## src/design/fsh_pkg.sv

```systemverilog
// Shared types and constants for the serpentine error-diffusion halftoner.
package fsh_pkg;

    localparam int GRAY_BITS   = 8;
    localparam int INK_BITS    = 12;
    localparam int WIDTH_BITS  = 11;
    localparam int HEIGHT_BITS = 13;
    localparam int ROW_BITS    = 12;
    localparam int TAG_BITS    = 12;
    localparam int MAX_HEIGHT  = 4096;
    localparam int FULL_SCALE  = 4080;
    localparam int HALF_SCALE  = 2040;
    localparam int QUEUE_DEPTH = 4;
    localparam int CFG_INDEX_BITS = 1;
    localparam int CFG_DATA_BITS  = 13;
    localparam int DATA_BYTE_BITS = 8;

    typedef enum logic [CFG_INDEX_BITS-1:0] {
        REG_IMAGE_WIDTH  = 1'b0,
        REG_IMAGE_HEIGHT = 1'b1
    } cfg_reg_t;

    typedef struct packed {
        logic [TAG_BITS-1:0]  seq;
        logic [GRAY_BITS-1:0] gray;
        logic                 bank;
        logic                 odd;
        logic                 first_row;
        logic                 row_end;
        logic                 img_end;
        logic                 has_next;
        logic                 can_back;
    } fsh_item_t;

endpackage

```

## src/design/fsh_queue.sv

```systemverilog
// Short item queue between the front and back parts.
module fsh_queue
    import fsh_pkg::*;
#(
    parameter int WIDTH = 32
)(
    input  logic             clk,
    input  logic             rst_n,
    input  logic             push,
    input  logic [WIDTH-1:0] push_data,
    output logic             full,
    input  logic             pop,
    output logic [WIDTH-1:0] pop_data,
    output logic             not_empty
);

    localparam int PW = $clog2(QUEUE_DEPTH);
    localparam int CW = $clog2(QUEUE_DEPTH + 1);

    logic [WIDTH-1:0] slot_reg [QUEUE_DEPTH];
    logic [PW-1:0]    wr_ptr_reg, wr_ptr_next;
    logic [PW-1:0]    rd_ptr_reg, rd_ptr_next;
    logic [CW-1:0]    count_reg, count_next;

    assign full      = (count_reg == CW'(QUEUE_DEPTH));
    assign not_empty = (count_reg != '0);
    assign pop_data  = slot_reg[rd_ptr_reg];

    always_comb
    begin
        wr_ptr_next = push ? wr_ptr_reg + PW'(1) : wr_ptr_reg;
        rd_ptr_next = pop  ? rd_ptr_reg + PW'(1) : rd_ptr_reg;
        count_next  = count_reg + CW'(push) - CW'(pop);
    end

    always_ff @(posedge clk)
    begin
        if (push)
        begin
            slot_reg[wr_ptr_reg] <= push_data;
        end
    end

    always_ff @(posedge clk or negedge rst_n)
    begin
        if (!rst_n)
        begin
            wr_ptr_reg <= '0;
            rd_ptr_reg <= '0;
            count_reg  <= '0;
        end
        else
        begin
            wr_ptr_reg <= wr_ptr_next;
            rd_ptr_reg <= rd_ptr_next;
            count_reg  <= count_next;
        end
    end

    a_count_bound: assert property (@(posedge clk) disable iff (!rst_n)
        count_reg <= CW'(QUEUE_DEPTH))
        else $error("queue count beyond depth");

    a_no_overrun: assert property (@(posedge clk) disable iff (!rst_n)
        (push && full) |-> pop == 1'b0 && push == 1'b0)
        else $error("push into full queue");

endmodule

```

## config.mk

```make
export PLATFORM = sky130hd
export DESIGN_NAME = fsh_queue
export DESIGN_NICKNAME = d
export VERILOG_FILES = /design/src/design/fsh_pkg.sv /design/src/design/fsh_queue.sv
export SDC_FILE = /design/constraint.sdc
export NUM_CORES = 1
export LEC_CHECK = 0
export ABC_AREA = 1
export ABC_CLOCK_PERIOD_IN_PS = 1900
export BUFFER_PORTS_ARGS = -buffer_cell sky130_fd_sc_hd__buf_2
export CAP_MARGIN = 20
export CORE_MARGIN = 8
export CORE_UTILIZATION = 25
export DETAILED_ROUTE_END_ITERATION = 10
export GPL_TIMING_DRIVEN = 0
export RECOVER_POWER = 100
export SLEW_MARGIN = 20
export SYNTH_ARGS = -nofsm -noshare
export SYNTH_HDL_FRONTEND = slang
export SYNTH_SLANG_ARGS = --single-unit
```

## constraint.sdc

```tcl
create_clock -name clk -period 1.9 [get_ports clk]
set_input_delay 0.38 -clock clk [delete_from_list [all_inputs] [get_ports clk]]
set_output_delay 0.38 -clock clk [all_outputs]
set_load 0.005 [all_outputs]
```

### Word level (Yosys, flattened, before mapping)

Memory sizes are Yosys's and may differ from the RTL's.
Index checks and enable logic that the tools add are counted.

| operators by class | value |
|---|---|
| add/subtract/negate cells | 4 |
| equality and inequality tests | 1 |
| mux-type cells | 2 |
| reduce and logical (&&, ||, !) cells | 1 |

Operators by type and width:

| kind | count |
|---|---|
| $add A2 B1 Y2 const B | 2 |
| $add A3 B1 Y3 | 1 |
| $eq A3 B3 Y1 const B | 1 |
| $reduce_bool A3 Y1 | 1 |
| $sub A3 B1 Y3 | 1 |
| $mux W1 | 2 |

| word-level totals | value |
|---|---|
| register bits after elaboration | 7 |
| memory bits (writable) | 128 |
| input port bits | 36 |
| output and inout port bits | 34 |
| memories | 1 |

Memory list:

| name | depth | width | rd ports | clocked after Yosys merged registers in | wr ports | RTL line | source |
|---|---|---|---|---|---|---|---|
| slot_reg | 4 | 32 | 1 | 0 | 1 | fsh_queue.sv:20 | `logic [WIDTH-1:0] slot_reg [QUEUE_DEPTH];` |

### Longest topological paths before layout

Gate-level depths: netlist of the first run.

| depth | value |
|---|---|
| depth in word-level cells | 2 |
| gate-level depth with buffers | 8 |
| gate-level depth less buffers | 8 |

### Least setup slack after synthesis of the first run

OpenSTA, ideal clock, no wires.

| timing | value |
|---|---|
| kind | flip-flop to flip-flop |
| from | register wr_ptr_reg[0] |
| to | memory slot_reg[0][0] (enable) |
| setup time | 387 ps |
| data arrival time | 1,305 ps |
| data required time | 1,513 ps |
| path slack | 208 ps |
| stages on the path, launching flop included | 5 |
| path buffers | 0 |
| period minus slack after synthesis | 1,692 ps |
| cells stage by stage | dfrtp_1 inv_1 ha_1 nand2_1 inv_1 |

RTL lines:

| what | RTL line | source |
|---|---|---|
| from (decl) | fsh_queue.sv:21 | `logic [PW-1:0] wr_ptr_reg, wr_ptr_next;` |
| from (signal assigned) | fsh_queue.sv:54 | `wr_ptr_reg <= wr_ptr_next;` |
| to (decl) | fsh_queue.sv:20 |  |

Straight into the memory's write port.

### Worst setup path in the final report of the first run

| timing | value |
|---|---|
| from | register rd_ptr_reg[0] |
| to | output pop_data[0] |

| on the way | value |
|---|---|
| cells in the longest elaborated chain, start to end | 1 |

RTL lines:

| what | RTL line | source |
|---|---|---|
| from (decl) | fsh_queue.sv:22 | `logic [PW-1:0] rd_ptr_reg, rd_ptr_next;` |
| from (signal assigned) | fsh_queue.sv:55 | `rd_ptr_reg <= rd_ptr_next;` |
| $mem_v2 Z4 W32 | - |  |
| to (decl) | fsh_queue.sv:13 | `output logic [WIDTH-1:0] pop_data,` |

Every way passes these cells.

==> results.yml, run 1 <==
placed_design:
  portBuffers: 69
  place_area_um2: 6584
  dp.cells: 905
  hpwl_um: 8886
  gp_congestion: 0.6926
yosys:
  synth-seq-cells: 135
  synth-compound-area-share: 0.0008649
  synth_xor_area_frac: 0.004541
  syn_area_per_cell_um2: 10.58
  yosys_warnings: 0
  synth_fa_ha_area_frac: 0.01643
  muxShareOfSynthArea: 0
  syn-num-nets: 590
  ys_types: 15
  synthesis.area_um2: 5787
  yosys.area_share.simple: 0.1689
  synth_top_family_by_area: "simple AND/OR/NAND/NOR gates"
  synth_seq_area_share: 0.6945
  postSynthCellCount: 547
critical_path:
  crit_type: "reg -> out"
  slowest_delay_ns: 0.44
  arrival_ns: 1.51
  crit_family: "flip-flops"
  slowest_stage: "dfrtp_2"
  crit_path_end_kind: "output port"
  crit_path_start_kind: "flop"
  reg2reg_depth: 5
  cp_num_cells: 6
  crit_chain: "buf_6 -> buf_8 -> nand2_1 -> nand3_2 -> nand2_2 -> buf_2"
  cp.required_ns: 1.52
  cp_max_fo: 10
  worst-path-buf-inv: 3
routing:
  wl_per_cell_um: 14.15
  first_iter_violations: 186
  dr_total_vias: 3726
  drt_pass1_iterations: 6
  vias_per_cell: 3.947
  ant_nets: 0
  drc: 0
  wl_um: 13360
timing:
  tightestPinTransition_ns: 0.5272
  post-route-min-period_ns: 1.889
  finClkSkew_ns: 0.008077
  final_max_slew_viol_count: 0
  period_share: 0.9940
  rsz0062_at_grt: "true"
  slew_headroom: 0.6482
  fmax_mhz: 529.5
  setup_violations: 0
  finalHoldViolations: 0
finish:
  final_common_cell: "nand2_1"
  finish.net_count: 690
  fin_util: 0.3175
  layout_common_cells: "nand2_1 (166), inv_1 (138), edfxtp_1 (128)"
  area_growth_pct: 24.61
  seq_area_um2: 4020
  drive_gt1_frac: 0.1533
  fin_cells: 944
  fill_cells: 2332
  diodes: 0
  multiInputGateArea_um2: 1126
  final_area_um2: 7211
  largest_reg_flops: 128
grt:
  grt_pass1_wl_um: 20420
  grt_antenna_before_repair: 2
  grt_pass1_vias: 3746
  grt_start_max_net_pins: 25
  grt_overflow: 0
  groute.usage.overall: 0.09656
clock_tree:
  cts_buffers: 17
  cts-root-buf: "clkbuf_16"
  cts_tree: "done"
  cts.reportedPaths.clkPinSlew_ns: 0.05
  cts_buffer_depth: 2
  cts.sinks: 135
  htree_levels: 4
  insertion_delay_ns: 0.41
worst_hold_path:
  hold_path_class: "in -> reg"
  worstHoldPathCells: 2
job:
  cap_violations: 0
outcome:
  status: "complete, no violations"
power:
  leakage_nw: 3.273
  irDropWorstVdd_uv: 884.8
  pwr_density_cell_nw_per_um2: 1540
floorplan:
  die_w_um: 168.1
  start_util: 0.2548
  die-area_um2: 28270
  rows: 55
  floorplan.core_area_um2: 22710
  num_io_pins: 70
  chipHeight_um: 168.1
area by class of cell:
class                   count  area share
repair buffers             81     0.05796
inverters                 142     0.07496
clock buffers              21     0.06108
plain buffers              21     0.03141
multi-input cells         249      0.1562
flip-flops and latches    135      0.5575
clock inverters            10     0.01145
well taps                 285     0.04945
where the power goes:
group	leakage (nW)	switching (mW)	internal (mW)
Combinational	1.77	2.51	1.63
Sequential	1.26	0.154	3.91
Clock	0.245	1.13	1.77
Total	3.27	3.79	7.31
repair_timing:
item,CTS,global route
hold buffers,1,0
resized for setup,36,9
pin swaps,2,3
setup buffers,5,2
cloned,0,0
endpoints found under the hold margin,7,0
endpoints found under the setup margin,32,32
final timing paths:
kind                                            from                        end  slack [ns]
min in group asynchronous                      rst_n  wr_ptr_reg[0]$_DFFE_PN0P_        0.45
min reg2reg                wr_ptr_reg[0]$_DFFE_PN0P_  wr_ptr_reg[0]$_DFFE_PN0P_        0.53
min                                              pop  rd_ptr_reg[0]$_DFFE_PN0P_        0.19
max                        rd_ptr_reg[0]$_DFFE_PN0P_                pop_data[0]        0.01
max reg2reg                wr_ptr_reg[0]$_DFFE_PN0P_   slot_reg[0][0]$_DFFE_PP_        0.07
max in group asynchronous                      rst_n  rd_ptr_reg[0]$_DFFE_PN0P_        1.07
cell families after synthesis:
family / after synthesis
AO/OA/AOI/OAI: 1
XOR/XNOR: 3
adder cells (fa/ha/maj): 7
buffers and inverters: 163
flip-flops: 135
AND/OR/NAND/NOR: 238
Yosys cell counts:
master | n | area share
xor2_1 | 3 | 0.0045
inv_1 | 140 | 0.091
ha_1 | 6 | 0.013
buf_4 | 1 | 0.0013
dfrtp_1 | 7 | 0.030
o21ai_0 | 1 | 0.00086
nor3_1 | 1 | 0.00086
edfxtp_1 | 128 | 0.66
inv_2 | 2 | 0.0013
clkbuf_1 | 1 | 0.00065
buf_2 | 15 | 0.013
buf_6 | 4 | 0.0078
fa_1 | 1 | 0.0035
nand2_1 | 171 | 0.11
nand3_1 | 66 | 0.057
worst register-to-register path: stages, from the launching register on:
cell and delay [ns]:
dfrtp_1 0.42, inv_1 0.10, ha_1 0.14, nand2_1 0.06, inv_2 0.34, clkbuf_4 0.43
layer usage:
| layer | up-vias | global-route usage | share of wire |
|---|---|---|---|
| li1 | 1897 | - | - |
| met1 | 1728 | 0.1091 | 0.43 |
| met2 | 79 | 0.1627 | 0.49 |
| met3 | 18 | 0.03204 | 0.060 |
| met4 | 4 | 0.04542 | 0.017 |
| met5 | - | 0 | 0.0020 |
metrics by stage:
| stage | TNS [ns] | hold slack, ns | power, mW | worst slack (ns) |
|---|---|---|---|---|
| 6_report | 0 | 0.1942 | 11.11 | 0.01145 |
| 2_1_floorplan | 0 | 0.08441 | 6.279 | 0.2085 |
| 3_3_place_gp | -65.87 | 0.2444 | 7.838 | -0.5618 |
| 4_1_cts | -0.1058 | 0.1635 | 11.31 | -0.02513 |
| 5_1_grt | -1.606 | 0.1894 | 11.84 | -0.06649 |
| 3_5_place_dp | 0 | 0.2462 | 8.023 | 0.1120 |
(Power assumes the default switching activity.)
==> run 2, diff against run 1 <==
RECOVER_POWER = 50   (was 100)
==> run 2 against run 1 <==
Net effect:
- combinational power rose by 2%
- sequential share of layout area down 0.46 points
- clock power about the same
- maximum frequency down 0.12%
- global-route usage did not move
- critical path depth unchanged
- total power up 0.81%
- first-iteration DRC count is the same
- count of clock-buffer cells in the layout unchanged
- largest cell class unchanged
- largest power group unchanged
- highest routed layer unchanged
==> results.yml, run 2 (same netlist as run 1, synthesis figures left out) <==
outcome:
  status: "complete, no violations"
placed_design:
  portBuffers: 69
  place_area_um2: 6584
  gp_congestion: 0.6926
  hpwl_um: 8886
  pre_cts_ws_ns: 0.1120
power:
  leakage_nw: 3.292
  irDropWorstVdd_uv: 885.7
  pwr_density_cell_nw_per_um2: 1540
  finalPower_mw: 11.19
floorplan:
  num_io_pins: 70
  die_w_um: 168.1
  floorplan.core_area_um2: 22710
  chipHeight_um: 168.1
  start_util: 0.2548
  rows: 55
  die-area_um2: 28270
timing:
  rsz0062_at_grt: "true"
  timing.final.ws_setup_ns: 0.009230
  fmax_mhz: 528.9
  post-route-min-period_ns: 1.891
  setup_violations: 0
  period_share: 0.9951
  finalHoldViolations: 0
  final.setup.tns_ns: 0
  finClkSkew_ns: 0.007600
  final_max_slew_viol_count: 0
  tightestPinTransition_ns: 0.5220
  slew_headroom: 0.6520
routing:
  drt_pass1_iterations: 6
  ant_nets: 0
  first_iter_violations: 186
  dr_total_vias: 3739
  wl_um: 13340
  wl_per_cell_um: 14.13
  vias_per_cell: 3.961
  drc: 0
critical_path:
  cp_max_fo: 10
  crit_type: "reg -> out"
  crit_path_end_kind: "output port"
  crit_path_start_kind: "flop"
  cp.required_ns: 1.52
  arrival_ns: 1.51
clock_tree:
  cts-root-buf: "clkbuf_16"
  cts_buffer_depth: 2
  cts.reportedPaths.clkPinSlew_ns: 0.05
  cts_buffers: 17
  htree_levels: 4
  cts.sinks: 135
  insertion_delay_ns: 0.41
  cts_tree: "done"
finish:
  drive_gt1_frac: 0.1593
  final_common_cell: "nand2_1"
  layout_common_cells: "nand2_1 (166), inv_1 (136), edfxtp_1 (128)"
  largest_reg_flops: 128
  finish.net_count: 690
  diodes: 0
  area_growth_pct: 25.64
  final_area_um2: 7271
grt:
  grt_overflow: 0
  groute.usage.overall: 0.09656
  grt_pass1_wl_um: 20420
  grt_start_max_net_pins: 25
  grt_pass1_vias: 3746
  grt_antenna_before_repair: 2
job:
  cap_violations: 0
worst_hold_path:
  hold_path_class: "in -> reg"
-- run 2: metal layers --
layer,track usage,wire length (um)
met1,0.1091,5742
met2,0.1627,6600
met3,0.03204,746
met4,0.04542,225
met5,0,27
-- run 2: report_power, final --
part	total [mW]	leakage, nW	internal [mW]	switching (mW)
Clock	2.90	0.245	1.77	1.13
Combinational	4.23	1.79	1.70	2.52
Sequential	4.06	1.26	3.91	0.154
-- run 2: final cells by class --
type,count,area (um^2)
Sequential cell,135,4020
Clock inverter,10,82.58
Timing Repair Buffer,81,478.0
Multi-Input combinational cell,249,1126
Clock buffer,21,440.4
Fill cell,2329,15440
Buffer,21,226.5
Inverter,142,540.5
Tap cell,285,356.6
-- run 2: through the flow --
stage,cells,hold WS [ns],utilization
2_1_floorplan,547,0.08441,-
3_3_place_gp,901,0.2444,0.2857
3_5_place_dp,905,0.2462,0.2899
4_1_cts,942,0.1635,0.3198
5_1_grt,944,0.1894,0.3202
6_report,944,0.1942,0.3202
-- run 2: worst max-delay path, cell delays in order, from the launching register on --
cell and delay, ns:
dfrtp_2 0.44, buf_6 0.15, buf_8 0.14, nand2_1 0.09
nand3_2 0.08, nand2_2 0.09, buf_2 0.11
-- run 2: final timing paths --
kind | from | endpoint | slack, ns | cells past startpoint
setup / recovery | rd_ptr_reg[0]$_DFFE_PN0P_ | pop_data[0] | 0.009 | 6
hold / removal | pop | rd_ptr_reg[0]$_DFFE_PN0P_ | 0.19 | 2
setup reg to reg | wr_ptr_reg[0]$_DFFE_PN0P_ | slot_reg[0][0]$_DFFE_PP_ | 0.27 | 5
hold reg to reg | wr_ptr_reg[0]$_DFFE_PN0P_ | wr_ptr_reg[0]$_DFFE_PN0P_ | 0.53 | 1
max in group asynchronous | rst_n | rd_ptr_reg[0]$_DFFE_PN0P_ | 1.07 | 2
min in group asynchronous | rst_n | wr_ptr_reg[0]$_DFFE_PN0P_ | 0.45 | 2
-- run 2: what timing repair did --
action                                 CTS  global route
pin swaps                                2             3
gates resized for setup                 36             9
setup endpoints to repair               32            32
endpoints found under the hold margin    7             0
cloned                                   0             0
hold buffers                             1             0
setup buffers                            5             2
==> run 3, diff against run 2 <==
ABC_CLOCK_PERIOD_IN_PS = 1600   (was 1900)
clock period = 1.6 ns   (was 1.9 ns; I/O delays follow)
==> run 3 against run 2 <==
Net effect:
- the flow now finishes with violations (setup timing)
- clock power increased by 41%
- critical endpoint is now pop_data[30]
- register-to-register slack got worse by 0.18 ns
- design area increased by 4.9%
- total power increased by 29%
- global-route usage increased by 0.68 points
- sequential power increased by 19%
- cell count increased by 1.5%
- die area unchanged
- sequential share of layout area decreased by 2.6 points
- critical path depth unchanged
- clock skew increased by 0.0014 ns
==> results.yml, run 3 (same netlist as run 1, synthesis figures left out) <==
worst_hold_path:
  hold_path_class: "in -> reg"
  hold_start: "pop"
grt:
  groute.usage.overall: 0.1033
  grt_antenna_before_repair: 2
  grt_pass1_wl_um: 21600
  grt_start_max_net_pins: 17
  grt_pass1_vias: 3782
  grt_overflow: 0
floorplan:
  chipHeight_um: 168.1
  num_io_pins: 70
  rows: 55
  start_util: 0.2548
  floorplan.core_area_um2: 22710
  die-area_um2: 28270
  die_w_um: 168.1
critical_path:
  crit_family: "flip-flops"
  arrival_ns: 1.52
  crit_path_end_kind: "output port"
  cp_max_fo: 10
  startpoint: "rd_ptr_reg[0]$_DFFE_PN0P_"
  worst-path-buf-inv: 3
  crit_chain: "buf_8 -> buf_12 -> nand2_1 -> nand3_1 -> nand2_2 -> buf_6"
  crit_type: "reg -> out"
  crit_path_start_kind: "flop"
  cp.required_ns: 1.28
  reg2reg_from: "wr_ptr_reg[0]$_DFFE_PN0P_"
  slowest_delay_ns: 0.46
  slowest_stage: "dfrtp_2"
clock_tree:
  cts.sinks: 135
  cts.reportedPaths.clkPinSlew_ns: 0.05
  cts_buffers: 17
  cts-root-buf: "clkbuf_16"
  cts_buffer_depth: 2
  cts_tree: "done"
  insertion_delay_ns: 0.42
  htree_levels: 4
routing:
  wl_um: 14110
  dr_total_vias: 3742
  first_iter_violations: 245
  wl_per_cell_um: 14.73
  drc: 0
  drt_pass1_iterations: 4
  ant_nets: 0
  vias_per_cell: 3.906
job:
  cap_violations: 0
power:
  p_sw_mw: 4.911
  leakage_nw: 3.411
  pwr_density_cell_nw_per_um2: 1896
  finalPower_mw: 14.47
  pwr-share-comb: 0.383
  irDropWorstVdd_uv: 763.0
  sw_frac_of_total: 0.3395
  p_int_mw: 9.555
  p_clk_frac: 0.283
  pwr-share-seq: 0.334
timing:
  finClkSkew_ns: 0.009050
  timing.final.ws_setup_ns: -0.2429
  setup_violations: 32
  post-route-min-period_ns: 1.843
  tightestPinTransition_ns: 0.4835
  fmax_mhz: 542.6
  rsz0062_at_grt: "true"
  period_share: 1.152
  final_max_slew_viol_count: 0
  slew_headroom: 0.6776
  finalHoldViolations: 0
finish:
  diodes: 0
  finish.net_count: 704
  drive_gt1_frac: 0.2348
  seq_area_um2: 4020
  final_area_um2: 7629
  fill_cells: 2279
  largest_reg_flops: 128
  final_common_cell: "nand2_1"
  fin_util: 0.3359
  area_growth_pct: 31.83
  layout_common_cells: "nand2_1 (145), inv_1 (136), edfxtp_1 (128)"
  multiInputGateArea_um2: 1231
placed_design:
  portBuffers: 69
  place_area_um2: 6504
  hpwl_um: 8335
  pre_cts_ws_ns: -0.4643
  gp_congestion: 0.6667
outcome:
  status: "finished, violations left"
  failed_checks: "setup timing"
run 3: worst register-to-register path, cell delays in order (launching register included):
cell and delay [ns]:
dfrtp_1 0.40, inv_1 0.08, ha_1 0.19, nand2_1 0.23, clkinvlp_4 0.17, buf_4 0.19
run 3: layout make-up:
cell class | count | area share
sequential | 135 | 0.5270
multi-input combinational | 249 | 0.1614
inverter | 142 | 0.07315
timing repair buffer | 91 | 0.07167
clock buffer | 17 | 0.05577
tap | 285 | 0.04674
buffer | 21 | 0.03444
clock inverter | 14 | 0.02591
timing repair inverter | 4 | 0.003936
run 3: stage by stage:
step | instances | hold slack (ns) | setup TNS [ns]
finish | 958 | 0.1379 | -6.852
global placement | 901 | 0.1727 | -56.14
detailed placement | 901 | 0.1768 | -56.48
global route | 958 | 0.1430 | -9.699
floorplan | 547 | 0.02441 | 0
CTS | 958 | 0.09477 | -7.829
run 3: power groups by stage:
stage | logic (mW) | clock network (mW) | registers, mW
global route | 6.21 | 4.38 | 4.88
global placement | 4.45 | 0 | 4.89
CTS | 5.28 | 4.18 | 4.83
detailed placement | 4.50 | 0 | 4.91
finish | 5.54 | 4.10 | 4.83
floorplan | 2.62 | 0 | 4.86
run 3: final timing paths:
check	slack, ns	depth (start not counted)	end
min in group asynchronous	0.37	2	wr_ptr_reg[0]$_DFFE_PN0P_
worst max-delay path	-0.24	6	pop_data[30]
worst min register to register	0.52	1	wr_ptr_reg[0]$_DFFE_PN0P_
max in group asynchronous	0.87	2	rd_ptr_reg[0]$_DFFE_PN0P_
worst max register to register	0.09	5	slot_reg[0][31]$_DFFE_PP_
worst min-delay path	0.14	2	rd_ptr_reg[0]$_DFFE_PN0P_
run 3: timing repair:
action / in CTS / in global routing
hold buffers: 1 / 0
cloned: 4 / 0
setup endpoints to repair: 160 / 49
gates resized for setup: 42 / 49
pin swaps: 2 / 8
buffers inserted: 21 / 0
endpoints found under the hold margin: 7 / 0
run 3: per-layer routing:
metal,vias to the layer above,GRT usage,part of all wire
li1,1929,-,-
met1,1713,0.1202,0.43
met2,76,0.1772,0.51
met3,20,0.02993,0.047
met4,4,0.03998,0.016
met5,-,0,0.0016
