## src/design/fsh_pkg.sv

```systemverilog
// Shared types and constants for the serpentine error-diffusion halftoner.
package fsh_pkg;

    localparam int GRAY_BITS   = 8;
    localparam int INK_BITS    = 12;
    localparam int WIDTH_BITS  = 11;
    localparam int HEIGHT_BITS = 13;
    localparam int ROW_BITS    = 12;
    localparam int TAG_BITS    = 12;
    localparam int MAX_HEIGHT  = 4096;
    localparam int FULL_SCALE  = 4080;
    localparam int HALF_SCALE  = 2040;
    localparam int QUEUE_DEPTH = 4;
    localparam int CFG_INDEX_BITS = 1;
    localparam int CFG_DATA_BITS  = 13;
    localparam int DATA_BYTE_BITS = 8;

    typedef enum logic [CFG_INDEX_BITS-1:0] {
        REG_IMAGE_WIDTH  = 1'b0,
        REG_IMAGE_HEIGHT = 1'b1
    } cfg_reg_t;

    typedef struct packed {
        logic [TAG_BITS-1:0]  seq;
        logic [GRAY_BITS-1:0] gray;
        logic                 bank;
        logic                 odd;
        logic                 first_row;
        logic                 row_end;
        logic                 img_end;
        logic                 has_next;
        logic                 can_back;
    } fsh_item_t;

endpackage

```

## src/design/fsh_front.sv

```systemverilog
// Front part: takes pixels, tracks the serpentine position and tags each item.
module fsh_front
    import fsh_pkg::*;
#(
    parameter int MAX_WIDTH = 1024
)(
    input  logic                         clk,
    input  logic                         rst_n,
    input  logic [WIDTH_BITS-1:0]        image_width,
    input  logic [HEIGHT_BITS-1:0]       image_height,
    input  logic                         s_tvalid,
    output logic                         s_tready,
    input  logic [GRAY_BITS-1:0]         s_tdata,
    input  logic                         q_full,
    output logic                         q_push,
    output logic [$clog2(MAX_WIDTH)-1:0] q_x,
    output fsh_item_t                    q_item
);

    localparam int AW = $clog2(MAX_WIDTH);
    localparam int WW = (AW + 1 > WIDTH_BITS) ? AW + 1 : WIDTH_BITS;

    logic [AW-1:0]          column_count_reg, column_count_next;
    logic [ROW_BITS-1:0]    row_count_reg, row_count_next;
    logic [TAG_BITS-1:0]    seq_reg, seq_next;
    logic                   buffer_select_reg, buffer_select_next;

    logic [WW-1:0]          width_ext, width_lim;
    logic [HEIGHT_BITS-1:0] height_lim;
    logic [AW-1:0]          last_col, col, x;
    logic [ROW_BITS-1:0]    last_row, row;
    logic                   odd, row_end, img_end, has_next, accept;

    assign s_tready = !q_full;
    assign accept   = s_tvalid && !q_full;
    assign q_push   = accept;

    always_comb
    begin
        width_ext = WW'(image_width);
        if (width_ext == '0)
            width_lim = WW'(1);
        else if (width_ext > WW'(MAX_WIDTH))
            width_lim = WW'(MAX_WIDTH);
        else
            width_lim = width_ext;

        if (image_height == '0)
            height_lim = HEIGHT_BITS'(1);
        else if (image_height > HEIGHT_BITS'(MAX_HEIGHT))
            height_lim = HEIGHT_BITS'(MAX_HEIGHT);
        else
            height_lim = image_height;

        last_col = AW'(width_lim - WW'(1));
        last_row = ROW_BITS'(height_lim - HEIGHT_BITS'(1));
        col = (WW'(column_count_reg) < width_lim) ? column_count_reg : last_col;
        row = (HEIGHT_BITS'(row_count_reg) < height_lim) ? row_count_reg : last_row;

        odd      = row_count_reg[0];
        x        = odd ? last_col - col : col;
        row_end  = (col == last_col);
        img_end  = row_end && (row == last_row);
        has_next = (row != last_row);
    end

    always_comb
    begin
        q_x              = x;
        q_item.seq       = seq_reg;
        q_item.gray      = s_tdata;
        q_item.bank      = buffer_select_reg;
        q_item.odd       = odd;
        q_item.first_row = (row_count_reg == '0);
        q_item.row_end   = row_end;
        q_item.img_end   = img_end;
        q_item.has_next  = has_next;
        q_item.can_back  = (col != '0);
    end

    always_comb
    begin
        column_count_next  = column_count_reg;
        row_count_next     = row_count_reg;
        seq_next           = seq_reg;
        buffer_select_next = buffer_select_reg;
        if (accept)
        begin
            if (row_end)
            begin
                column_count_next  = '0;
                row_count_next     = img_end ? '0 : row + ROW_BITS'(1);
                seq_next           = seq_reg + TAG_BITS'(1);
                buffer_select_next = !buffer_select_reg;
            end
            else
            begin
                column_count_next = col + AW'(1);
            end
        end
    end

    always_ff @(posedge clk or negedge rst_n)
    begin
        if (!rst_n)
        begin
            column_count_reg  <= '0;
            row_count_reg     <= '0;
            seq_reg           <= '0;
            buffer_select_reg <= 1'b0;
        end
        else
        begin
            column_count_reg  <= column_count_next;
            row_count_reg     <= row_count_next;
            seq_reg           <= seq_next;
            buffer_select_reg <= buffer_select_next;
        end
    end

    a_col_in_range: assert property (@(posedge clk) disable iff (!rst_n)
        (accept && row_end) |=> column_count_reg == '0 && $changed(buffer_select_reg))
        else $error("row end did not restart the column");

endmodule

```

## config.mk

```make
export PLATFORM = sky130hd
export DESIGN_NAME = fsh_front
export DESIGN_NICKNAME = d
export VERILOG_FILES = /design/src/design/fsh_pkg.sv /design/src/design/fsh_front.sv
export SDC_FILE = /design/constraint.sdc
export NUM_CORES = 1
export LEC_CHECK = 0
export BUFFER_PORTS_ARGS = -buffer_cell sky130_fd_sc_hd__buf_2
export CAP_MARGIN = 10
export CORE_AREA = 2 2 87 89
export CTS_BUF_LIST = sky130_fd_sc_hd__clkbuf_4
export DETAILED_ROUTE_END_ITERATION = 8
export DIE_AREA = 0 0 89 91
export GPL_TIMING_DRIVEN = 1
export PLACE_DENSITY = 0.88
export SLEW_MARGIN = 20
export SYNTH_ARGS = -nofsm -noshare
export SYNTH_HDL_FRONTEND = slang
export SYNTH_SLANG_ARGS = --single-unit
```

## constraint.sdc

```tcl
create_clock -name clk -period 12.5 [get_ports clk]
set_input_delay 0.625 -clock clk [delete_from_list [all_inputs] [get_ports clk]]
set_output_delay 0.625 -clock clk [all_outputs]
set_load 0.05 [all_outputs]
```

## Word level (Yosys, flattened, before mapping)

Cells that the tools add are included.
W data, S select, Z words.

- Add/sub/neg operators: 6
- $lt $le $gt $ge: 4
- Equal/unequal tests: 3
- Muxes and demuxes: 9
- Reduce and logical (&&, ||, !) cells: 9

Operator list:

| kind | number |
|---|---|
| $mux W10 | 3 |
| $mux W13 | 2 |
| $add A12 B1 Y12 const B | 2 |
| $mux W12 | 2 |
| $mux W11 | 2 |
| $gt A13 B13 Y1 const B | 1 |
| $logic_not A13 Y1 | 1 |
| $lt A12 B13 Y1 | 1 |
| $eq A12 B12 Y1 | 1 |
| $logic_not A12 Y1 | 1 |
| $ne A12 B12 Y1 | 1 |
| $sub A12 B1 Y12 const B | 1 |
| $gt A11 B11 Y1 const B | 1 |
| $logic_not A11 Y1 | 1 |
| $lt A10 B11 Y1 | 1 |
| $add A10 B1 Y10 const B | 1 |
| $eq A10 B10 Y1 | 1 |
| $reduce_bool A10 Y1 | 1 |
| $sub A10 B1 Y10 const B | 1 |
| $sub A10 B10 Y10 | 1 |
| $logic_and A1 B1 Y1 | 2 |
| $logic_not A1 Y1 | 2 |
| $reduce_and A2 Y1 | 1 |

- Register bits: 35
- Output and inout bits: 39
- Word-level logic and storage cells: 35

## Logic depth before layout (Yosys ltp)

Gate-level depths: netlist of run 1.

- Depth in word-level cells: 8
- Mapped depth: 22
- Gate-level depth less buffers: 19

## Worst setup path before layout of run 1

No wires, ideal clock.

- Kind: input to output
- From: input port image_width[10]
- To: output port q_x[7]
- Arrival time: 5.758 ns
- Setup slack: 6.117 ns
- Stages: 21
- Buffers on the path: 4
- Cells stage by stage: clkbuf_1 -> clkbuf_1 -> nand2b_1 -> ha_1 -> a2111o_1 -> or2_2 -> o311ai_4 -> nand2_2 -> buf_6 -> clkbuf_1 -> nand2_1 -> o21a_1 -> ha_1 -> a21oi_1 -> nor3b_1 -> a21oi_1 -> o31ai_1 -> mux2i_1 -> o21ai_0 -> a31oi_1 -> o311ai_0

- Word-level cells in the longest chain between the ends: 7
- Elaborated cells between the ends (all ways): 9
- Those cells by class: add/sub: 2; order compare: 2; mux: 4; reduce/logical: 1

Ends and longest elaborated chain:

| what | line | RTL |
|---|---|---|
| from (decl) | fsh_front.sv:9 | `input logic [WIDTH_BITS-1:0] image_width,` |
| $gt A11 B11 Y1 | fsh_front.sv:43 | `else if (width_ext > WW'(MAX_WIDTH))` |
| $mux W11 | fsh_front.sv:43 |  |
| $mux W11 (*) | fsh_front.sv:41 | `if (width_ext == '0)` |
| $sub A10 B1 Y10 or $lt A10 B11 Y1 (tied branches) | fsh_front.sv:55, fsh_front.sv:57 |  |
| $mux W10 | fsh_front.sv:57 | `col = (WW'(column_count_reg) < width_lim) ? column_count_reg : last_col;` |
| $sub A10 B10 Y10 | fsh_front.sv:61 | `x = odd ? last_col - col : col;` |
| $mux W10 (*) | fsh_front.sv:61 |  |
| to (decl) | fsh_front.sv:16 | `output logic [$clog2(MAX_WIDTH)-1:0] q_x,` |

Every way passes the cells marked *; elsewhere a longest branch is shown, timed or not.

## Final worst setup path of run 1

Same ends and word-level chain as after synthesis.

==> metrics.md, run 1 <==
| Metric | Value |
|---|---|
| Crit path DAT | 5.48 ns |
| Crit-path cells | buf_2 -> nand2b_1 -> ha_1 -> a2111o_1 -> or2_2 -> o311ai_4 -> nand2_2 -> o21a_1 -> ha_1 -> a21oi_1 -> nor3b_1 -> a21oi_1 -> o31ai_1 -> mux2i_1 -> o21ai_0 -> a31oi_1 -> nand4b_1 -> o311ai_0 -> buf_2 |
| Post-synthesis mux area share | 4.38% |
| Total power | 0.820 mW |
| Final Setup Violations | 0 |
| Synth warnings | 0 |
| Setup bufs post-CTS | 0 |
| Global-route wire length before repair | 20,000 microns |
| Post-CTS Resized | 0 |
| Final Cycle Share | 48.9% |
| Core area | 7140 sq um |
| FF+latch count, synth | 35 |
| Clock-pin slew on the worst setup and hold paths | 0.10 ns |
| Crit-path max FO | 33 |
| Worst-margin pin slew | 0.875 ns |
| Post-Route WL | 12,200 microns |
| Largest family of logic cells by synthesized area | simple AND/OR/NAND/NOR gates |
| PwrDens | 174 nW/um^2 |
| Area leader, netlist | dfrtp_1 |
| Die width | 89 microns |
| RSZ-0062 raised after global routing | no |
| CTS sink cnt | 35 |
| Synth Area in Simple Gates | 28.3% |
| CTS tree | built |
| IO Pins | 75 |
| TritonCTS Buffers | 5 |
| Via count | 4,675 |
| Final Hold Fails | 0 |
| Setup WS post-layout | 6.39 ns |
| Area occupied by registers | 876 sq um |
| Number of flops mapped to enable cells by yosys | 0 |
| Setup TNS | 0 ns |
| Crit-path max cell delay | 0.48 ns |
| Drt via density | 6.63 |
| Hold Worst Slack | 0.349 ns |
| Largest net degree at the start of global routing | 36 |
| Layout cells sized above 1 | 16.3% |
| Post-synth ARST share | 100% |
| Cell area after synthesis | 4460 sq um |
| Worst-Skew Late Latency | 0.34 ns |
| CP max stage cell | nand2_2 |
| Critical path required time | 11.88 ns |
| Antenna diode count | 0 |
| Peak supply drop | 0.111 mV |
| Drt initial violations | 415 |
| Placer Congestion | 0.974 |
| Post-synthesis cell count | 578 |
| Slew HR | 41.7% |
| Final max-slew violation count | 0 |
| Total GRT Usage | 30.3% |
| Hold crit path type | input port to asynchronous set/reset pin |
| Synth Flop Type | dfrtp_1 |
| Remaining DRCs | 0 |
| DIE AREA | 8100 sq um |
| Nets | 675 |
| Final design utilization | 66.0% |
| Pre-antenna DRT Iters | 5 |
| Max cap viols | 0 |
| CTS root buf | clkbuf_4 |
| Die Span Y | 91 microns |
| Area share of the largest cell type after synthesis | 19.7% |
| Initial core utilization | 62.4% |
| H-tree Lvls | 2 |
| Multi-input logic area | 3220 sq um |
| Pre-CTS setup slack | 6.53 ns |
| Compound-Gate Fraction of Synth Area | 24.0% |
| Worst setup EP type | output port |
| FP Rows | 31 |
| Minimum clock period | 6.11 ns |
| Detail Route Antenna Nets | 0 |
| Port Buf Inserts | 58 |
| Area contributors post-synth | dfrtp_1 20%, ha_1 9.0%, nand2_1 4.5% |
| Synthesized area per cell | 7.71 sq um |
| Max clock buf depth | 2 |
| Post-DP HPWL | 9260 microns |
| Unique masters post-synth | 75 |
| Hold_buf cts | 0 |
| Filler instances | 615 |
| Synth Area in Adders | 8.98% |
| CP Launch Type | input port |
| Area Overhead vs Synth | 5.61% |
| Post-DR wirelength/cell | 17.3 microns |
| Status | finished clean |
| Sequential cell area fraction in the yosys report | 19.7% |
| Net Count, Synth | 646 |
| Leak | 2.05 nW |
| Global route overflow | 0 |
| Initial antenna violation count | 0 |
| Vias in the first global route | 4,207 |
| Worst Skew | 0.00768 ns |
| Max frequency | 164 MHz |
| Critical path class | input port to output port |
| Synth Area in XOR/XNOR | 6.57% |
## per-stage QoR
stage | instance area, sq um | instances
floorplan | 4460 | 578
global placement | 4660 | 699
detailed placement | 4660 | 699
CTS | 4710 | 705
global route | 4710 | 705
finish | 4710 | 705
## critical path: cells and delay by family
family / cells / cell delay (ns)
compound gates: 9 / 2.01
simple gates: 5 / 1.30
buf+inv: 2 / 0.63
fa+ha+maj: 2 / 0.54
mux: 1 / 0.37
## cell usage after synthesis, types with 7 or more instances
| cell type | count |
|---|---|
| xnor2_1 | 18 |
| inv_1 | 33 |
| o31ai_1 | 9 |
| or2_2 | 8 |
| or3_1 | 10 |
| buf_4 | 13 |
| o22ai_1 | 7 |
| nor4_1 | 10 |
| nor3_1 | 20 |
| a31oi_1 | 10 |
| a21oi_1 | 36 |
| xor2_1 | 11 |
| clkbuf_1 | 18 |
| and3_1 | 8 |
| nand2b_1 | 15 |
| mux2i_1 | 15 |
| dfrtp_1 | 35 |
| nand3_1 | 26 |
| ha_1 | 32 |
| o21ai_0 | 25 |
| nand2_1 | 54 |
| nor2_1 | 42 |
| nand4_1 | 14 |
## report_power, final
group	internal, mW	leakage [nW]	switching [mW]
sequential	0.133	0.424	0.0388
clock	0.0222	0.0276	0.0359
combinational	0.196	1.60	0.394
total	0.351	2.05	0.469
## final timing paths
path	startpoint	end	slack (ns)	depth (start not counted)
worst min-delay path	rst_n	seq_reg[2]$_DFFE_PN0P_	0.35	1
worst min register to register	buffer_select_reg$_DFFE_PN0P_	buffer_select_reg$_DFFE_PN0P_	0.47	1
max in group asynchronous	rst_n	column_count_reg[2]$_DFFE_PN0P_	11.65	1
worst max register to register	column_count_reg[2]$_DFFE_PN0P_	seq_reg[11]$_DFFE_PN0P_	7.14	17
min in group clk	buffer_select_reg$_DFFE_PN0P_	buffer_select_reg$_DFFE_PN0P_	0.47	1
worst max-delay path	image_width[10]	q_x[7]	6.39	19
## per-layer routing
| metal | share of wire [%] | vias to the layer above | routed length (microns) | global-route usage (%) |
|---|---|---|---|---|
| li1 | - | 2187 | - | - |
| met3 | 9.0 | 36 | 1090 | 3.45 |
| met2 | 47 | 264 | 5690 | 47.0 |
| met4 | 2.2 | 0 | 265 | 9.33 |
| met1 | 42 | 2188 | 5120 | 44.0 |
| met5 | 0 | - | 0 | 0 |
## logic make-up (layout without fill, tap and decap cells)
family / count (synthesis) / in the layout
buf+inv: 73 / 101
flops: 35 / 35
compound gates: 151 / 151
fa+ha+maj: 32 / 32
xor+xnor: 31 / 31
simple gates: 237 / 237
mux: 19 / 19
## area by class of cell
cell class	instances	area share (%)
inverter	34	2.71
timing repair buffer	61	6.65
sequential	35	18.6
tap	99	2.63
clock buffer	6	0.957
multi-input combinational	470	68.4
## cell usage in the layout (no fill, tap or decap), drive strengths merged, types with 3 or more instances in the layout
| cell type | synthesis | layout |
|---|---|---|
| a22o | 6 | 6 |
| o21a | 6 | 6 |
| dfrtp | 35 | 35 |
| a2111oi | 4 | 4 |
| ha | 32 | 32 |
| mux2 | 4 | 4 |
| or2 | 8 | 8 |
| o31ai | 10 | 10 |
| o21ai | 28 | 28 |
| a211oi | 4 | 4 |
| a21o | 6 | 6 |
| nor3 | 23 | 23 |
| nor2b | 6 | 6 |
| a21oi | 40 | 40 |
| or4 | 5 | 5 |
| mux2i | 15 | 15 |
| o2111ai | 3 | 3 |
| clkbuf | 18 | 6 |
| and3 | 8 | 8 |
| or3 | 10 | 10 |
| nor3b | 3 | 3 |
| a31oi | 10 | 10 |
| xnor2 | 19 | 19 |
| nor4 | 12 | 12 |
| nand2b | 15 | 15 |
| inv | 33 | 33 |
| buf | 21 | 61 |
| o22ai | 7 | 7 |
| o311ai | 4 | 4 |
| xor2 | 11 | 11 |
| nand2 | 56 | 56 |
| nand3 | 26 | 26 |
| nand4 | 14 | 14 |
| nor2 | 42 | 42 |
| o211ai | 5 | 5 |
No activity file was read; power rests on OpenSTA's default activity.
==> run 2, diff against run 1 <==
--- a/config.mk
+++ b/config.mk
@@ -5,14 +5,15 @@
 export SDC_FILE = /design/constraint.sdc
 export NUM_CORES = 1
 export LEC_CHECK = 0
+export ABC_AREA = 1
 export BUFFER_PORTS_ARGS = -buffer_cell sky130_fd_sc_hd__buf_2
 export CAP_MARGIN = 10
-export CORE_AREA = 2 2 87 89
+export CORE_AREA = 2 2 91 93
 export CTS_BUF_LIST = sky130_fd_sc_hd__clkbuf_4
 export DETAILED_ROUTE_END_ITERATION = 8
-export DIE_AREA = 0 0 89 91
+export DIE_AREA = 0 0 93 95
 export GPL_TIMING_DRIVEN = 1
-export PLACE_DENSITY = 0.88
+export PLACE_DENSITY = 0.83
 export SLEW_MARGIN = 20
 export SYNTH_ARGS = -nofsm -noshare
 export SYNTH_HDL_FRONTEND = slang
==> constraint.sdc (replaced) <==
create_clock -name clk -period 5.8 [get_ports clk]
set_input_delay 0.29 -clock clk [delete_from_list [all_inputs] [get_ports clk]]
set_output_delay 0.29 -clock clk [all_outputs]
set_load 0.05 [all_outputs]
==> metrics.md, run 2 <==
| Metric | Value |
|---|---|
| Area leader, netlist | nand2_1 |
| Post-DP HPWL | 10,300 microns |
| Cell area after synthesis | 4560 sq um |
| Minimum clock period | 4.96 ns |
| RSZ-0062 raised after global routing | no |
| Most frequent cells in the layout | 281 x nand2_1, 102 x inv_1, 75 x nor2_1 |
| Crit-path max cell delay | 0.60 ns |
| Global-route wire length before repair | 20,900 microns |
| Status | finished clean |
| CTS root buf | clkbuf_4 |
| CP max stage cell | nor2_1 |
| Post-Route WL | 12,600 microns |
| Post-synth ARST share | 100% |
| Final Hold Fails | 0 |
| Via count | 5,095 |
| Core area | 7930 sq um |
| Most frequent cell after synthesis | nand2_1 |
| CP Launch Type | input port |
| Total power | 2.03 mW |
| Internal reg-to-reg setup slack | 1.29 ns |
| Crit-path max FO | 18 |
| Max frequency | 202 MHz |
| Remaining DRCs | 0 |
| Placer Congestion | 1.00 |
| Worst-Skew Late Latency | 0.33 ns |
| Number of flops mapped to enable cells by yosys | 0 |
| Synthesized area per cell | 5.84 sq um |
| Filler instances | 815 |
| FF-to-FF Start | column_count_reg[8]$_DFFE_PN0P_ |
| Total GRT Usage | 29.2% |
| Setup TNS | 0 ns |
| Most numerous cell on the critical path | nand2_1 |
| Detail Route Antenna Nets | 0 |
| Final max-slew violation count | 0 |
| Post-synthesis cell count | 781 |
| Cells on worst reg2reg path | 17 |
| Synth warnings | 0 |
| Setup WS post-layout | 0.839 ns |
| Initial core utilization | 57.5% |
| Slew HR | 50.4% |
| Port Buf Inserts | 58 |
| Nets | 890 |
| Sequential cell area fraction in the yosys report | 19.2% |
| Unique masters post-synth | 37 |
| TritonCTS Buffers | 5 |
| Crit-path cells | buf_2 -> nor2_1 -> nand2_1 -> o21bai_4 -> and2_1 -> inv_1 -> ha_1 -> a21oi_1 -> nor2_1 -> o21ai_0 -> o21a_1 -> nand2_2 -> o21ai_1 -> inv_1 -> ha_1 -> nand2_1 -> nor3_1 -> nand4_2 -> nor2_4 -> nand2_2 -> nor2_1 -> nand2_1 -> nand2_1 |
| IO Pins | 75 |
| Final design utilization | 61.5% |
| Clock share of power | 6.6% |
| Layout cells sized above 1 | 10.6% |
| Die width | 93 microns |
| CTS tree | built |
| FF+latch count, synth | 35 |
| Final Setup Violations | 0 |
| Peak supply drop | 0.250 mV |
| Critical path required time | 6.07 ns |
| DIE AREA | 8840 sq um |
| Pre-CTS setup slack | 0.617 ns |
| Initial antenna violation count | 0 |
| Hold_buf cts | 0 |
| Die Span Y | 95 microns |
| CTS sink cnt | 35 |
| Worst Skew | 0.00829 ns |
| Reg2reg end | row_count_reg[6]$_DFFE_PN0P_ |
| Area share of the largest cell type after synthesis | 23.1% |
| Leak | 2.71 nW |
| Internal power | 0.769 mW |
| Clock-pin slew on the worst setup and hold paths | 0.11 ns |
| Crit path DAT | 5.23 ns |
| Drt via density | 5.49 |
| Worst setup EP type | flip-flop |
| Drt initial violations | 398 |
| Setup bufs post-CTS | 0 |
| Flop pwr share | 19.0% |
| PwrDens | 417 nW/um^2 |
| Worst-margin pin slew | 0.744 ns |
| Antenna diode count | 0 |
| Global route overflow | 0 |
| Synth Flop Type | dfrtp_1 |
| Max clock buf depth | 2 |
| Area contributors post-synth | nand2_1 23%, dfrtp_1 19%, ha_1 8.8% |
| Post-CTS Resized | 0 |
| H-tree Lvls | 2 |
| Largest net degree at the start of global routing | 36 |
| Switching Fraction | 62.2% |
| Area Overhead vs Synth | 6.94% |
| Net Count, Synth | 849 |
| Most instantiated cells after synthesis | 281 x nand2_1, 102 x inv_1, 75 x nor2_1, 71 x nand3_1, 37 x o21ai_0 |
| Net Switching | 1.26 mW |
| Comb power frac | 74.5% |
| Pre-antenna DRT Iters | 5 |
| Placed Area | 4820 sq um |
| FP Rows | 33 |
| Critical path class | input port to flip-flop |
| Final Cycle Share | 85.5% |
| Final Instance Area | 4870 sq um |
| Max cap viols | 0 |
| Commonest non-fill, non-tap cell in the layout | nand2_1 |
| Post-DR wirelength/cell | 13.5 microns |
| Vias in the first global route | 4,446 |
| Hold crit path type | input port to asynchronous set/reset pin |
[run 2: changes by cell type in the layout (fill, tap and decap cells not counted), sizes merged, moves of 21 or more]
cell / change
nand2: +232
inv: +72
nand3: +45
nor2: +37
a21oi: -21
[run 2: worst max path at each step]
stage / slack (ns) / endpoint / cells past startpoint / startpoint
6_report: 0.84 / row_count_reg[6]$_DFFE_PN0P_ / 23 / image_width[6]
2_1_floorplan: 1.40 / q_x[2] / 21 / image_width[0]
3_5_place_dp: 0.62 / row_count_reg[4]$_DFFE_PN0P_ / 23 / image_width[6]
5_1_grt: 0.30 / row_count_reg[6]$_DFFE_PN0P_ / 23 / image_width[3]
3_3_place_gp: 0.93 / row_count_reg[2]$_DFFE_PN0P_ / 23 / image_width[0]
4_1_cts: 0.93 / q_item[2] / 22 / image_width[6]
[run 2: stage by stage]
stage / hold slack [ns] / cells
after CTS: 0.0438 / 928
after detailed placement: 0.411 / 920
after floorplan: -0.00559 / 781
after global placement: 0.393 / 920
final: 0.0133 / 928
after global routing: 0.0647 / 928
[run 2: layout make-up]
| cell class | count | area, sq um | area share [%] |
|---|---|---|---|
| Sequential cell | 35 | 876 | 18.0 |
| Clock inverter | 1 | 5.00 | 0.103 |
| Tap cell | 105 | 131 | 2.70 |
| Clock buffer | 7 | 52.6 | 1.08 |
| Inverter | 105 | 394 | 8.09 |
| Multi-Input combinational cell | 615 | 3110 | 63.8 |
| Timing Repair Buffer | 60 | 305 | 6.26 |
[run 2: critical path: cells and delay by family]
kind,cells,cell delay [ns]
fa+ha+maj,2,0.67
simple gates,13,2.59
compound gates,5,1.38
buf+inv,3,0.30
[run 2: logic make-up (layout without fill, tap and decap cells)]
kind of cell / Yosys count / count (layout) / share of synthesized area [%]
AOI/OAI and AO/OA: 75 / 75 / 9.42
xor gates and xnor gates: 28 / 28 / 5.38
buffers and inverters: 131 / 173 / 12.5
DFF: 35 / 35 / 19.2
adders and majority gates: 32 / 32 / 8.78
and+or+nand+nor: 480 / 480 / 44.7
[run 2: metal layers]
metal	routed length [microns]	share of wire, %	track usage [%]	vias up
met5	0	0	0	-
met2	5900	47	48.2	210
met3	907	7.2	2.87	24
met4	275	2.2	8.46	0
met1	5480	44	40.8	2283
li1	-	-	-	2578
[run 2: power by group through the flow]
stage	sequential, mW	clock (mW)	combinational (mW)
final	0.386	0.133	1.51
after global routing	0.392	0.152	1.67
after floorplan	0.452	0	1.10
after global placement	0.385	0	1.47
after detailed placement	0.386	0	1.49
after CTS	0.382	0.137	1.50
==> run 3, diff against run 2 <==
--- a/config.mk
+++ b/config.mk
@@ -6,14 +6,14 @@
 export NUM_CORES = 1
 export LEC_CHECK = 0
 export ABC_AREA = 1
-export BUFFER_PORTS_ARGS = -buffer_cell sky130_fd_sc_hd__buf_2
 export CAP_MARGIN = 10
-export CORE_AREA = 2 2 91 93
+export CORE_AREA = 2 2 110 112
 export CTS_BUF_LIST = sky130_fd_sc_hd__clkbuf_4
 export DETAILED_ROUTE_END_ITERATION = 8
-export DIE_AREA = 0 0 93 95
+export DIE_AREA = 0 0 112 114
+export DONT_BUFFER_PORTS = 1
 export GPL_TIMING_DRIVEN = 1
-export PLACE_DENSITY = 0.83
+export PLACE_DENSITY_LB_ADDON = 0.25
 export SLEW_MARGIN = 20
 export SYNTH_ARGS = -nofsm -noshare
 export SYNTH_HDL_FRONTEND = slang
==> metrics.md, run 3 (synthesized netlist as in run 2, its figures left out) <==
| Metric | Value |
|---|---|
| Status | finished clean |
| Via count | 4,744 |
| Pre-antenna DRT Iters | 6 |
| CTS root buf | clkbuf_4 |
| RSZ-0062 raised after global routing | no |
| Layout cells sized above 1 | 4.54% |
| Post-CTS Resized | 0 |
| Hold crit path type | input port to flip-flop |
| Drt via density | 5.17 |
| Area Overhead vs Synth | 3.76% |
| Total GRT Usage | 20.1% |
| Setup TNS | 0 ns |
| Initial antenna violation count | 0 |
| DIE AREA | 12,800 sq um |
| CTS tree | built |
| Final Cycle Share | 85.4% |
| Post-DR wirelength/cell | 13.8 microns |
| Max clock buf depth | 2 |
| Minimum clock period | 4.95 ns |
| Hold_buf cts | 2 |
| CP Launch Type | input port |
| Switching Fraction | 62.7% |
| Global-route wire length before repair | 21,100 microns |
| Post-Route WL | 12,700 microns |
| Worst-margin pin slew | 1.06 ns |
| Setup WS post-layout | 0.846 ns |
| IO Pins | 75 |
| Hold path depth | 3 |
| Worst setup EP type | output port |
| Leak | 2.53 nW |
| Reg2reg end | row_count_reg[2]$_DFFE_PN0P_ |
| Die Span Y | 114 microns |
| Net Switching | 1.24 mW |
| Drt initial violations | 269 |
| Setup bufs post-CTS | 0 |
| Core area | 11,700 sq um |
| Crit path DAT | 4.66 ns |
| Clock share of power | 9.5% |
| Post-DP HPWL | 10,400 microns |
| Nets | 838 |
| Cells on worst reg2reg path | 18 |
| Max frequency | 202 MHz |
| Clock-pin slew on the worst setup and hold paths | 0.11 ns |
| Die width | 112 microns |
| Port Buf Inserts | 0 |
| Hold Crit Endpoint | column_count_reg[6]$_DFFE_PN0P_ |
| Comb power frac | 66.4% |
| Global route overflow | 0 |
| Remaining DRCs | 0 |
| Commonest non-fill, non-tap cell in the layout | nand2_1 |
| Worst-Skew Late Latency | 0.35 ns |
| Slew HR | 28.8% |
| H-tree Lvls | 2 |
| Final Setup Violations | 0 |
| Peak supply drop | 0.372 mV |
| Initial core utilization | 38.9% |
| Most frequent cells in the layout | 281 x nand2_1, 102 x inv_1, 75 x nor2_1 |
| FP Rows | 40 |
| Max cap viols | 0 |
| Filler instances | 1,312 |
| Flop pwr share | 24.0% |
| PwrDens | 420 nW/um^2 |
| Placer Congestion | 0.969 |
| Detail Route Antenna Nets | 0 |
| Pre-CTS setup slack | 0.751 ns |
| Internal power | 0.741 mW |
| FF-to-FF Start | column_count_reg[8]$_DFFE_PN0P_ |
| Vias in the first global route | 4,369 |
| Critical path required time | 5.51 ns |
| CTS sink cnt | 35 |
| Crit-path max FO | 17 |
| Final Hold Fails | 0 |
| Critical path class | input port to output port |
| TritonCTS Buffers | 5 |
| Hold_sp | s_tvalid |
| Largest net degree at the start of global routing | 36 |
| Final max-slew violation count | 0 |
| Internal reg-to-reg setup slack | 1.43 ns |
| Antenna diode count | 0 |
| Worst Skew | 0.0169 ns |
run 3: changes by cell type in the layout (fill, tap and decap cells not counted), sizes merged:
cell         change
clkbuf           -2
buf             -53
bufinv           +1
dlygate4sd3      +1
inv              +1
run 3: final cells by class:
cell class              count  area, sq um  share of cell area (%)
clock inverters             3         47.5                    1.01
well taps                 147          184                    3.89
multi-input cells         615         3120                    65.9
repair buffers              8         75.1                    1.59
flip-flops and latches     35          876                    18.5
clock buffers               5         37.5                   0.794
inverters                 105          394                    8.33
run 3: power by group through the flow:
stage	sequential [mW]	clock [mW]	combinational, mW
floorplan	0.452	0	1.10
global placement	0.483	0	1.30
detailed placement	0.483	0	1.31
CTS	0.478	0.195	1.32
global route	0.488	0.205	1.48
finish	0.477	0.189	1.32
run 3: how the worst max path moves through the flow:
stage | start | depth (start not counted) | to | slack, ns
3_3_place_gp | image_width[0] | 23 | row_count_reg[6]$_DFFE_PN0P_ | 0.93
4_1_cts | image_width[0] | 21 | q_item[2] | 0.85
6_report | image_width[0] | 21 | q_item[2] | 0.85
5_1_grt | image_width[0] | 21 | q_item[2] | 0.42
2_1_floorplan | image_width[0] | 21 | q_x[2] | 1.40
3_5_place_dp | image_width[0] | 23 | row_count_reg[2]$_DFFE_PN0P_ | 0.75
run 3: layer usage:
metal / routed length, microns / vias up / GRT usage, %
li1: - / 2475 / -
met3: 520 / 19 / 3.29
met4: 289 / 0 / 6.42
met1: 5630 / 2159 / 25.1
met2: 6260 / 91 / 35.6
met5: 0 / - / 0
run 3: per-stage QoR:
step                hold WS, ns  cell area (sq um)  std cells  power, mW  util, %
finish                    0.261               4730        918       1.99     40.4
global route              0.324               4730        918       2.17     40.4
CTS                       0.263               4730        918       1.99     40.4
detailed placement     -0.00417               4610        908       1.79     39.4
global placement       -0.00456               4610        908       1.78     39.4
floorplan              -0.00559               4560        781       1.56        -
run 3: worst max-delay path, stage by stage:
cell	delay (ns)
nor2_1	0.13
nand3_1	0.14
o21bai_4	0.28
and2_1	0.18
inv_1	0.07
ha_1	0.30
a21oi_1	0.14
nor2_1	0.05
o21ai_0	0.14
o21a_1	0.29
nand2_2	0.24
o21ai_0	0.44
inv_1	0.15
ha_1	0.38
nand2_1	0.08
nor3_1	0.32
nand4_2	0.21
nor2_4	0.14
buf_4	0.22
nand3_1	0.12
inv_1	0.34
